===== config.mk =====
export PLATFORM = sky130hd
export DESIGN_NAME = msp_request_frame_parser
export DESIGN_NICKNAME = d
export VERILOG_FILES = /design/src/hdl/mspfp_pkg.sv /design/src/hdl/mspfp_cfg_regs.sv /design/src/hdl/mspfp_in_stage.sv /design/src/hdl/mspfp_parser.sv /design/src/hdl/msp_request_frame_parser.sv
export SDC_FILE = /design/constraint.sdc
export NUM_CORES = 1
export LEC_CHECK = 0
export ABC_AREA = 1
export BUFFER_PORTS_ARGS = -buffer_cell sky130_fd_sc_hd__buf_4
export CORE_MARGIN = 2
export CORE_UTILIZATION = 30
export CTS_CLUSTER_DIAMETER = 120
export DETAILED_ROUTE_END_ITERATION = 8
export GPL_TIMING_DRIVEN = 1
export SLEW_MARGIN = 5
export SYNTH_ARGS = -nofsm -noshare
export SYNTH_HDL_FRONTEND = slang
export SYNTH_SLANG_ARGS = --single-unit
export TNS_END_PERCENT = 30

===== constraint.sdc =====
create_clock -name clk -period 2.8 [get_ports clk]
set_input_delay 0.28 -clock clk [delete_from_list [all_inputs] [get_ports clk]]
set_output_delay 0.28 -clock clk [all_outputs]
set_load 0.05 [all_outputs]

===== src/hdl/mspfp_pkg.sv =====
`default_nettype none
package mspfp_pkg;

	// Header bytes of a request frame.
	localparam logic [7:0] HDR_DOLLAR = 8'h24; // '$'
	localparam logic [7:0] HDR_M      = 8'h4D; // 'M'
	localparam logic [7:0] HDR_LT     = 8'h3C; // '<'

	// Configuration register indexes.
	localparam logic [1:0] REG_MAX_PAYLOAD  = 2'd0;
	localparam logic [1:0] REG_REQUEST_LOW  = 2'd1;
	localparam logic [1:0] REG_REQUEST_HIGH = 2'd2;

	// Register values after reset.
	localparam logic [7:0] MAX_PAYLOAD_RST  = 8'd100;
	localparam logic [7:0] REQUEST_LOW_RST  = 8'd100;
	localparam logic [7:0] REQUEST_HIGH_RST = 8'd254;

	// Command and checksum bytes come on top of the payload size.
	localparam logic [8:0] BODY_EXTRA = 9'd2;

	typedef struct packed {
		logic [7:0] max_payload;
		logic [7:0] request_low;
		logic [7:0] request_high;
	} cfg_t;

	typedef struct packed {
		logic [7:0] frame_byte;
		logic [8:0] byte_index;
		logic       is_command;
		logic       last_byte;
		logic       checksum_ok;
		logic       is_request;
	} result_t;

endpackage
`default_nettype wire


===== src/hdl/mspfp_cfg_regs.sv =====
`default_nettype none
module mspfp_cfg_regs (
	input  wire logic              clk,
	input  wire logic              arst_n,
	input  wire logic              cfg_valid,
	output      logic              cfg_ready,
	input  wire logic [1:0]        cfg_index,
	input  wire logic [7:0]        cfg_data,
	output      mspfp_pkg::cfg_t   cfg
);

	mspfp_pkg::cfg_t cfg_q;

	assign cfg_ready = 1'b1;
	assign cfg       = cfg_q;

	// An index past the last register is taken and dropped.
	always_ff @(posedge clk or negedge arst_n) begin
		if (!arst_n) begin
			cfg_q.max_payload  <= mspfp_pkg::MAX_PAYLOAD_RST;
			cfg_q.request_low  <= mspfp_pkg::REQUEST_LOW_RST;
			cfg_q.request_high <= mspfp_pkg::REQUEST_HIGH_RST;
		end else if (cfg_valid) begin
			case (cfg_index)
				mspfp_pkg::REG_MAX_PAYLOAD:  cfg_q.max_payload  <= cfg_data;
				mspfp_pkg::REG_REQUEST_LOW:  cfg_q.request_low  <= cfg_data;
				mspfp_pkg::REG_REQUEST_HIGH: cfg_q.request_high <= cfg_data;
				default: begin
				end
			endcase
		end
	end

endmodule
`default_nettype wire


===== src/hdl/mspfp_in_stage.sv =====
`default_nettype none
module mspfp_in_stage (
	input  wire logic       clk,
	input  wire logic       arst_n,
	input  wire logic       s_tvalid,
	output      logic       s_tready,
	input  wire logic [7:0] s_tdata,
	input  wire logic       advance,
	output      logic       valid_s1,
	output      logic [7:0] byte_s1
);

	// The held byte leaves whenever the parser takes it, so a new one may
	// enter in the same cycle.
	assign s_tready = !valid_s1 || advance;

	always_ff @(posedge clk or negedge arst_n) begin
		if (!arst_n) begin
			valid_s1 <= 1'b0;
		end else if (s_tready) begin
			valid_s1 <= s_tvalid;
		end
	end

	always_ff @(posedge clk) begin
		if (s_tvalid && s_tready) begin
			byte_s1 <= s_tdata;
		end
	end

endmodule
`default_nettype wire


===== src/hdl/mspfp_parser.sv =====
`default_nettype none
module mspfp_parser (
	input  wire logic                 clk,
	input  wire logic                 arst_n,
	input  wire mspfp_pkg::cfg_t      cfg,
	input  wire logic                 valid_s1,
	input  wire logic [7:0]           byte_s1,
	output      logic                 advance,
	output      logic                 res_valid,
	input  wire logic                 res_ready,
	output      mspfp_pkg::result_t   res
);

	localparam logic [2:0] PH_HUNT   = 3'd0;
	localparam logic [2:0] PH_DOLLAR = 3'd1;
	localparam logic [2:0] PH_M      = 3'd2;
	localparam logic [2:0] PH_SIZE   = 3'd3;
	localparam logic [2:0] PH_BODY   = 3'd4;

	logic [2:0]         phase_q;
	logic [8:0]         bytes_left_q;
	logic [8:0]         store_index_q;
	logic [7:0]         running_xor_q;
	logic [7:0]         held_command_q;
	logic               res_valid_q;
	mspfp_pkg::result_t res_q;

	logic               fire;
	logic               in_body;
	logic               first;
	logic               last;
	logic [7:0]         cmd;
	mspfp_pkg::result_t res_d;

	assign advance   = !res_valid_q || res_ready;
	assign fire      = valid_s1 && advance;
	assign in_body   = (phase_q == PH_BODY);
	assign first     = (store_index_q == '0);
	assign last      = (bytes_left_q[8:1] == '0);
	assign cmd       = first ? byte_s1 : held_command_q;
	assign res_valid = res_valid_q;
	assign res       = res_q;

	always_comb begin
		res_d.frame_byte  = byte_s1;
		res_d.byte_index  = store_index_q;
		res_d.is_command  = first;
		res_d.last_byte   = last;
		res_d.checksum_ok = last && (running_xor_q == byte_s1);
		res_d.is_request  = last && (cfg.request_low <= cmd) && (cmd <= cfg.request_high);
	end

	always_ff @(posedge clk or negedge arst_n) begin
		if (!arst_n) begin
			phase_q        <= PH_HUNT;
			bytes_left_q   <= '0;
			store_index_q  <= '0;
			running_xor_q  <= '0;
			held_command_q <= '0;
		end else if (fire) begin
			case (phase_q)
				PH_DOLLAR: phase_q <= (byte_s1 == mspfp_pkg::HDR_M) ? PH_M : PH_HUNT;
				PH_M:      phase_q <= (byte_s1 == mspfp_pkg::HDR_LT) ? PH_SIZE : PH_HUNT;
				PH_SIZE: begin
					if (byte_s1 > cfg.max_payload) begin
						phase_q <= PH_HUNT;
					end else begin
						phase_q       <= PH_BODY;
						bytes_left_q  <= {1'b0, byte_s1} + mspfp_pkg::BODY_EXTRA;
						store_index_q <= '0;
						running_xor_q <= byte_s1;
					end
				end
				PH_BODY: begin
					if (first) begin
						held_command_q <= byte_s1;
					end
					if (last) begin
						phase_q      <= PH_HUNT;
						bytes_left_q <= '0;
					end else begin
						running_xor_q <= running_xor_q ^ byte_s1;
						bytes_left_q  <= bytes_left_q - 9'd1;
					end
					store_index_q <= store_index_q + 9'd1;
				end
				default: phase_q <= (byte_s1 == mspfp_pkg::HDR_DOLLAR) ? PH_DOLLAR : PH_HUNT;
			endcase
		end
	end

	always_ff @(posedge clk or negedge arst_n) begin
		if (!arst_n) begin
			res_valid_q <= 1'b0;
		end else if (advance) begin
			res_valid_q <= fire && in_body;
		end
	end

	always_ff @(posedge clk) begin
		if (fire && in_body) begin
			res_q <= res_d;
		end
	end

`ifndef SYNTHESIS
	a_body_has_count: assert property (@(posedge clk) disable iff (!arst_n)
		in_body |-> (bytes_left_q != '0))
		else $error("frame body entered with no bytes left");

	a_last_ends_frame: assert property (@(posedge clk) disable iff (!arst_n)
		(fire && in_body && last) |=> (phase_q == PH_HUNT))
		else $error("parser did not return to hunting after the checksum byte");

	a_command_at_zero: assert property (@(posedge clk) disable iff (!arst_n)
		res_valid_q |-> (res_q.is_command == (res_q.byte_index == '0)))
		else $error("command flag does not match position zero");

	a_verdicts_on_last: assert property (@(posedge clk) disable iff (!arst_n)
		(res_valid_q && !res_q.last_byte) |-> (!res_q.checksum_ok && !res_q.is_request))
		else $error("frame verdicts set on a byte that is not the last");
`endif

endmodule
`default_nettype wire


===== src/hdl/msp_request_frame_parser.sv =====
`default_nettype none
// Receive-side parser for request frames of the MultiWii serial protocol,
// version 1. Each request on the input stream is one received serial byte.
// The parser hunts for the header '$','M','<' and then reads the size byte;
// a size above max_payload drops the frame silently and hunting restarts,
// as does any unexpected header byte (that byte is not rechecked as a new
// '$'). The command byte, the payload bytes and the checksum byte each leave
// as one output request carrying the byte, its position after the size
// byte (0 for the command) and the command flag; header and size bytes give
// no output. The checksum byte is marked with tlast and carries two verdicts:
// whether the XOR of size, command and payload equals it, and whether the
// command lies within request_low..request_high (an empty range gives 0).
// Throughput is one byte per clock while the output is not stalled: a byte
// is held in the input register and is parsed by short logic into the
// output register, from which its output request leaves. Both registers
// advance together whenever the output register is empty or being drained.
// Configuration writes take effect on the next cycle and should only be
// made while no frame is in flight.
module msp_request_frame_parser (
	input  wire logic        clk,
	input  wire logic        arst_n,

	input  wire logic        cfg_valid,
	output      logic        cfg_ready,
	input  wire logic [1:0]  cfg_index,   // 0 max_payload, 1 request_low, 2 request_high
	input  wire logic [7:0]  cfg_data,

	input  wire logic        s_tvalid,
	output      logic        s_tready,
	input  wire logic [7:0]  s_tdata,     // [7:0] rx_byte

	output      logic        m_tvalid,
	input  wire logic        m_tready,
	output      logic [23:0] m_tdata,     // [7:0] frame_byte, [16:8] byte_index,
	                                      // [17] checksum_ok, [18] is_request, rest zero
	output      logic        m_tuser,     // [0] is_command
	output      logic        m_tlast      // last_byte: checksum byte of the frame
);

	mspfp_pkg::cfg_t    cfg;
	mspfp_pkg::result_t res;
	logic               advance;
	logic               valid_s1;
	logic [7:0]         byte_s1;

	mspfp_cfg_regs u_cfg (
		.clk       (clk),
		.arst_n    (arst_n),
		.cfg_valid (cfg_valid),
		.cfg_ready (cfg_ready),
		.cfg_index (cfg_index),
		.cfg_data  (cfg_data),
		.cfg       (cfg)
	);

	mspfp_in_stage u_in (
		.clk      (clk),
		.arst_n   (arst_n),
		.s_tvalid (s_tvalid),
		.s_tready (s_tready),
		.s_tdata  (s_tdata),
		.advance  (advance),
		.valid_s1 (valid_s1),
		.byte_s1  (byte_s1)
	);

	mspfp_parser u_parser (
		.clk       (clk),
		.arst_n    (arst_n),
		.cfg       (cfg),
		.valid_s1  (valid_s1),
		.byte_s1   (byte_s1),
		.advance   (advance),
		.res_valid (m_tvalid),
		.res_ready (m_tready),
		.res       (res)
	);

	// Verdicts ride in tdata above the byte and its position.
	assign m_tdata = {5'b0, res.is_request, res.checksum_ok, res.byte_index, res.frame_byte};
	assign m_tuser = res.is_command;
	assign m_tlast = res.last_byte;

endmodule
`default_nettype wire


==> metrics, run 1 <==
RSZ-0062 raised after global routing false; Required @ worst endpoint 2.90 ns; most frequent CP cell inv_1; Placeable Area 16,400 sq um; hold_ws 0.0288 ns; CP Launch Type flop; 1st-pass router iterations 4; via count of the first global-routing pass 3,643; crit end category flop; Util after Layout 0.356; synthesized area 4970 sq um; Final WS setup 0.250 ns; port buffer count 45; Yosys warning total 0; Clock Power Share 0.237; slowest stage delay, CP 0.38 ns; reg2reg start u_parser.store_index_q[0]$_DFFE_PN0P_; die width 133 microns; Clk Tree Root Cell clkbuf_16; CTS Sinks 92; Max Transition Viols Final 0; CP arrival 2.65 ns; Int Pwr 3240 uW; Setup Crit Path Kind reg2reg; Buf/Inv on CP 4; Distinct cells, synth 44; Die H 133 microns; CTS Buffer Depth 2; drt wl/cell 13.4 microns; sw frac 0.389; Rows 47; Async S/R FF share, synth 0.685; CTS buffer count 9; post-layout min period 2.55 ns; compound-cell area share of the yosys netlist 0.126; initial antenna violation count 0; global-route wire length before repair 18,300 microns; worst-path maximum fanout 14; Final Hold Vio Count 0; Initial Utilization 0.303; Mapped Cells 542; Post-DP HPWL 7980 microns; CTS tree done; number of synthesized flops with an enable pin 29; Cell Pwr Density 909 nW/um^2; # DRC 0; Congestion Overflow GR 0; Top FF cell, synth dfrtp_1; cell area after layout 5840 sq um; post-placement cell area 5530 sq um; GR Util All Layers 0.133; part of the power in combinational logic 0.405; Psw 2060 uW; most common cell after layout, fill and taps aside nand2_1; outcome completed; Slowest-stage cell, CP dfrtp_1; most frequent cells in the layout nand2_1 (105), inv_1 (69), buf_4 (56), o21ai_0 (53), dfrtp_1 (50); Antenna Cells 0; main combinational cell family by area after synthesis simple AND/OR/NAND/NOR gates; Post-DRT Antenna Nets 0; Max VDD drop 0.000396 V; Synth Area in XOR/XNOR 0.0423; Final setup viols 0; routability cong. 0.848; drt initial violations 280; Synth Register Bits 92; crit share post-route 0.911; Total Nets Final 642; Static Leakage 0.00266 uW; Sequential Power Share 0.358; post-synthesis sequential area ratio 0.496; Adder-Cell Fraction of Synth Area 0.0654; R2R Setup Slk 0.25 ns; Routed Wire Length 11,000 microns; Vias/cell 4.52; Max Cap Viol 0; H-tree depth 3; mux cell area share after synthesis 0.00201; post-CTS sizing 0; Mean Syn Cell Area 9.17 sq um; clk_lat worst skew 0.35 ns; crit-path leading delay family simple AND/OR/NAND/NOR gates; Worst setup startpoint u_parser.store_index_q[0]$_DFFE_PN0P_; worst hold path class in2async; normalized max-slew margin 0.443; Area Growth Syn to Fin 17.4%; die area 17,600 sq um; pre-CTS setup slack 0.211 ns; pin count of the biggest net entering global routing 64; Post-Synth Simple-Gate Area 0.179; share of cells above drive strength 1 0.219; Vias 3,699; clk_skew 0.0115 ns; Cell Chain, Critical Path inv_1, ha_1, nand2_1, nor2_4, nand2_4, inv_1, or2_2, o21ai_2, inv_1, ha_1, nand4_1, inv_1, nand3_1, nor2_1, a21oi_1, nor2_1; # IOs 52; worst-margin pin slew 0.835 ns; achievable clock frequency 392 MHz; clock-pin slew on the worst setup and hold paths 0.06 ns; setup TNS 0 ns
## cell type report
cell class | count | area, sq um
Clock buffer | 10 | 229
Tap cell | 220 | 275
Fill cell | 1651 | 10600
Clock inverter | 6 | 71.3
Inverter | 77 | 292
Timing Repair Buffer | 56 | 420
Multi-Input combinational cell | 357 | 2080
Sequential cell | 92 | 2460
## logic make-up (layout without fill, tap and decap cells)
group | count (synthesis) | after routing
other | 2 | 6
adder cells (fa/ha/maj) | 26 | 26
AND/OR/NAND/NOR | 196 | 196
buffers and inverters | 97 | 149
XOR/XNOR | 24 | 24
multiplexers | 1 | 1
AO/OA/AOI/OAI | 104 | 104
flip-flops | 92 | 92
## cells in the mapped netlist (3+ instances only)
cell | number | area share
a21oi_1 | 13 | 0.013
buf_4 | 8 | 0.012
buf_6 | 5 | 0.011
clkbuf_1 | 4 | 0.0030
dfrtp_1 | 50 | 0.25
dfstp_2 | 13 | 0.069
edfxtp_1 | 29 | 0.18
ha_1 | 26 | 0.065
inv_1 | 69 | 0.052
inv_2 | 7 | 0.0053
nand2_1 | 105 | 0.079
nand2_2 | 9 | 0.011
nand3_1 | 17 | 0.017
nand4_1 | 6 | 0.0076
nor2_1 | 29 | 0.022
nor2_4 | 3 | 0.0068
nor3_1 | 9 | 0.0091
nor4_1 | 6 | 0.0076
o21ai_0 | 53 | 0.053
o21ai_1 | 9 | 0.0091
o21ai_2 | 15 | 0.026
o22ai_1 | 3 | 0.0038
or2_2 | 4 | 0.0050
xnor2_1 | 3 | 0.0053
xor2_1 | 21 | 0.037
## flip-flops by register name, indices dropped and copies added, names as in the netlist, 3 cells and up
name and cells:
u_parser.held_command_q 8, u_parser.phase_q 3, u_parser.store_index_q 9, u_parser.running_xor_q 8, u_parser.bytes_left_q 9, u_parser.res 21
u_cfg.cfg 24, u_in.byte_s1 8
## power groups by stage
stage | Clock [uW] | Combinational (uW) | Sequential (uW)
final | 1260 | 2150 | 1900
after global routing | 1330 | 2510 | 1940
after CTS | 1290 | 2160 | 1900
after detailed placement | 0 | 2150 | 1930
after global placement | 0 | 2110 | 1920
after floorplan | 0 | 1740 | 1920
## final timing paths
path,depth (start not counted),to
max reg2reg,16,u_parser.res[0]$_DFFE_PP_
min in group clk,1,u_in.byte_s1[3]$_DFFE_PP_
max in group asynchronous,1,u_parser.running_xor_q[4]$_DFFE_PN0P_
max,16,u_parser.res[0]$_DFFE_PP_
min reg2reg,0,u_parser.res[10]$_DFFE_PP_
min,1,u_cfg.cfg[20]$_DFFE_PN0P_
## metrics by stage
step | cells | total power [uW]
6_report | 818 | 5300
5_1_grt | 818 | 5780
4_1_cts | 817 | 5350
3_5_place_dp | 801 | 4070
3_3_place_gp | 801 | 4030
2_1_floorplan | 546 | 3670
## per-layer routing
metal / part of all wire / track usage / up-vias / wire [microns]
met4: 0.014 / 0.0502 / 0 / 150
met1: 0.48 / 0.178 / 1717 / 5240
li1: - / - / 1874 / -
met5: 0 / 0 / - / 0
met3: 0.057 / 0.0421 / 14 / 626
met2: 0.45 / 0.201 / 94 / 4980
## repair_timing
| item | 4_1_cts | 5_1_grt |
|---|---|---|
| hold buffers | 0 | 0 |
| setup buffers | 0 | 1 |
| setup endpoints to repair | 0 | 1 |
No activity file was read; power rests on OpenSTA's default activity.
==> run 2, diff against run 1 <==
CORE_UTILIZATION = 43   (was 30)
==> run 2 against run 1 <==
  * Routed wire length shrank 0.58%
  * Fmax grew 1.4%
  * Sequential share of layout area grew 0.78 points
  * Register-to-register slack gained 0.04 ns
  * Setup slack gained 0.036 ns
  * Sequential cell count is the same
  * Largest cell class unchanged
  * Power grew 0.97%
  * First-iteration DRC count shrank 39%
  * Utilization grew 15 points
  * Highest routed layer unchanged
  * Die area shrank 29%
  * Largest power group unchanged
==> metrics, run 2 (same netlist as run 1, synthesis figures left out) <==
outcome completed; achievable clock frequency 398 MHz; drt initial violations 171; met2 wire length 5170 microns; Psw 2070 uW; slowest stage delay, CP 0.39 ns; Initial Utilization 0.437; sw frac 0.386; part of the power in combinational logic 0.419; die width 112 microns; setup TNS 0 ns; Area Growth Syn to Fin 15.3%; hold_ws 0.0356 ns; max reg flops 24; met3 WL post-DR 369 microns; post-placement cell area 5420 sq um; Cell Chain, Critical Path inv_1, ha_1, nand2_1, nor2_4, nand2_8, inv_1, or2_2, o21ai_2, inv_1, ha_1, nand4_1, inv_1, nand3_1, nor2_1, a21oi_1, nor2_1; clk_lat worst skew 0.34 ns; Die H 112 microns; RSZ-0062 raised after global routing false; GR Util All Layers 0.187; Slowest-stage cell, CP dfrtp_1; worst hold path class in2async; Clock Power Share 0.225; Int Pwr 3290 uW; CP arrival 2.61 ns; Routed Wire Length 10,900 microns; drt wl/cell 14.8 microns; global-route wire length before repair 18,300 microns; CTS tree done; clk_skew 0.00573 ns; met1 WL 5230 microns; Final WS setup 0.286 ns; die area 12,400 sq um; Congestion Overflow GR 0; Max VDD drop 0.000426 V; Required @ worst endpoint 2.90 ns; Cell Pwr Density 935 nW/um^2; most frequent cells in the layout nand2_1 (105), inv_1 (69), buf_4 (55), o21ai_0 (53), dfrtp_1 (50); Post-DRT Antenna Nets 0; Rows 39; CTS buffer count 9; Placeable Area 11,400 sq um; Antenna Cells 0; initial antenna violation count 0; # IOs 52; Vias 3,702; CTS Sinks 92; Clk Tree Root Cell clkbuf_16; pre-CTS setup slack 0.245 ns; top routing layer in use met4; Max Transition Viols Final 0; Final Hold Vio Count 0; H-tree depth 3; crit share post-route 0.898; Util after Layout 0.504; cell area after layout 5730 sq um; Final setup viols 0; port buffer count 45; Total Nets Final 641; CP Launch Type flop; Sequential Power Share 0.356; most frequent CP cell inv_1; share of cells above drive strength 1 0.213; CTS Buffer Depth 2; pin count of the biggest net entering global routing 64; worst-margin pin slew 0.814 ns; worst-path maximum fanout 14; most common cell after layout, fill and taps aside nand2_1; Post-DP HPWL 7930 microns; most flop-heavy register u_cfg.cfg; 1st-pass router iterations 4; # DRC 0; crit end category flop; clock-pin slew on the worst setup and hold paths 0.06 ns; Static Leakage 0.00266 uW; normalized max-slew margin 0.457; post-layout min period 2.51 ns; via count of the first global-routing pass 3,676; routability cong. 0.878; Vias/cell 5.00; Max Cap Viol 0; Setup Crit Path Kind reg2reg
[run 2: cell types whose count changed in the layout (fill, tap and decap cells not counted), sizes merged]
cell | previous run | this run
clkbuf | 10 | 14
clkinvlp | 2 | 0
inv | 79 | 77
buf | 56 | 55
[run 2: final timing paths]
path / to / cells past startpoint / startpoint / slack, ns
worst max-delay path: u_parser.res[0]$_DFFE_PP_ / 16 / u_parser.store_index_q[0]$_DFFE_PN0P_ / 0.29
worst min-delay path: u_cfg.cfg[19]$_DFFE_PN0P_ / 1 / arst_n / 0.04
worst max register to register: u_parser.res[0]$_DFFE_PP_ / 16 / u_parser.store_index_q[0]$_DFFE_PN0P_ / 0.29
worst min register to register: u_parser.res[10]$_DFFE_PP_ / 0 / u_parser.store_index_q[6]$_DFFE_PN0P_ / 0.45
max in group asynchronous: u_parser.bytes_left_q[8]$_DFFE_PN0P_ / 1 / arst_n / 2.23
min in group clk: u_in.byte_s1[4]$_DFFE_PP_ / 1 / s_tdata[4] / 0.11
[run 2: cell type report]
cell class / instances / area [sq um]
Timing Repair Buffer: 55 / 413
Clock inverter: 2 / 35.0
Tap cell: 143 / 179
Multi-Input combinational cell: 357 / 2090
Sequential cell: 92 / 2460
Clock buffer: 14 / 254
Inverter: 77 / 292
Fill cell: 1098 / 5640
[run 2: through the flow]
step	total power, uW	cells
2_1_floorplan	3670	546
3_3_place_gp	4050	723
3_5_place_dp	4120	723
4_1_cts	5340	739
5_1_grt	5800	740
6_report	5350	740
[run 2: power by group through the flow]
stage | Sequential (uW) | Combinational, uW | Clock (uW)
after floorplan | 1920 | 1740 | 0
after global placement | 1920 | 2140 | 0
after detailed placement | 1930 | 2190 | 0
after CTS | 1910 | 2200 | 1230
after global routing | 1940 | 2560 | 1290
final | 1910 | 2240 | 1210
[run 2: what timing repair did]
item,in CTS,in global routing
endpoints found under the setup margin,0,1
resized for setup,0,1
hold buffers,0,0
setup buffers,0,1
[run 2: metal layers]
layer,vias to the layer above,GRT usage
li1,1867,-
met1,1757,0.269
met3,11,0.0310
met4,0,0.0634
met2,67,0.291
met5,-,0
[run 2: worst max-delay path: cells and delay by family, from the launching register on]
kind                       cells  cell delay [ns]
AOI/OAI and AO/OA              2             0.18
adders and majority gates      2             0.50
and+or+nand+nor                8             0.88
buffers and inverters          4             0.30
DFF                            1             0.39
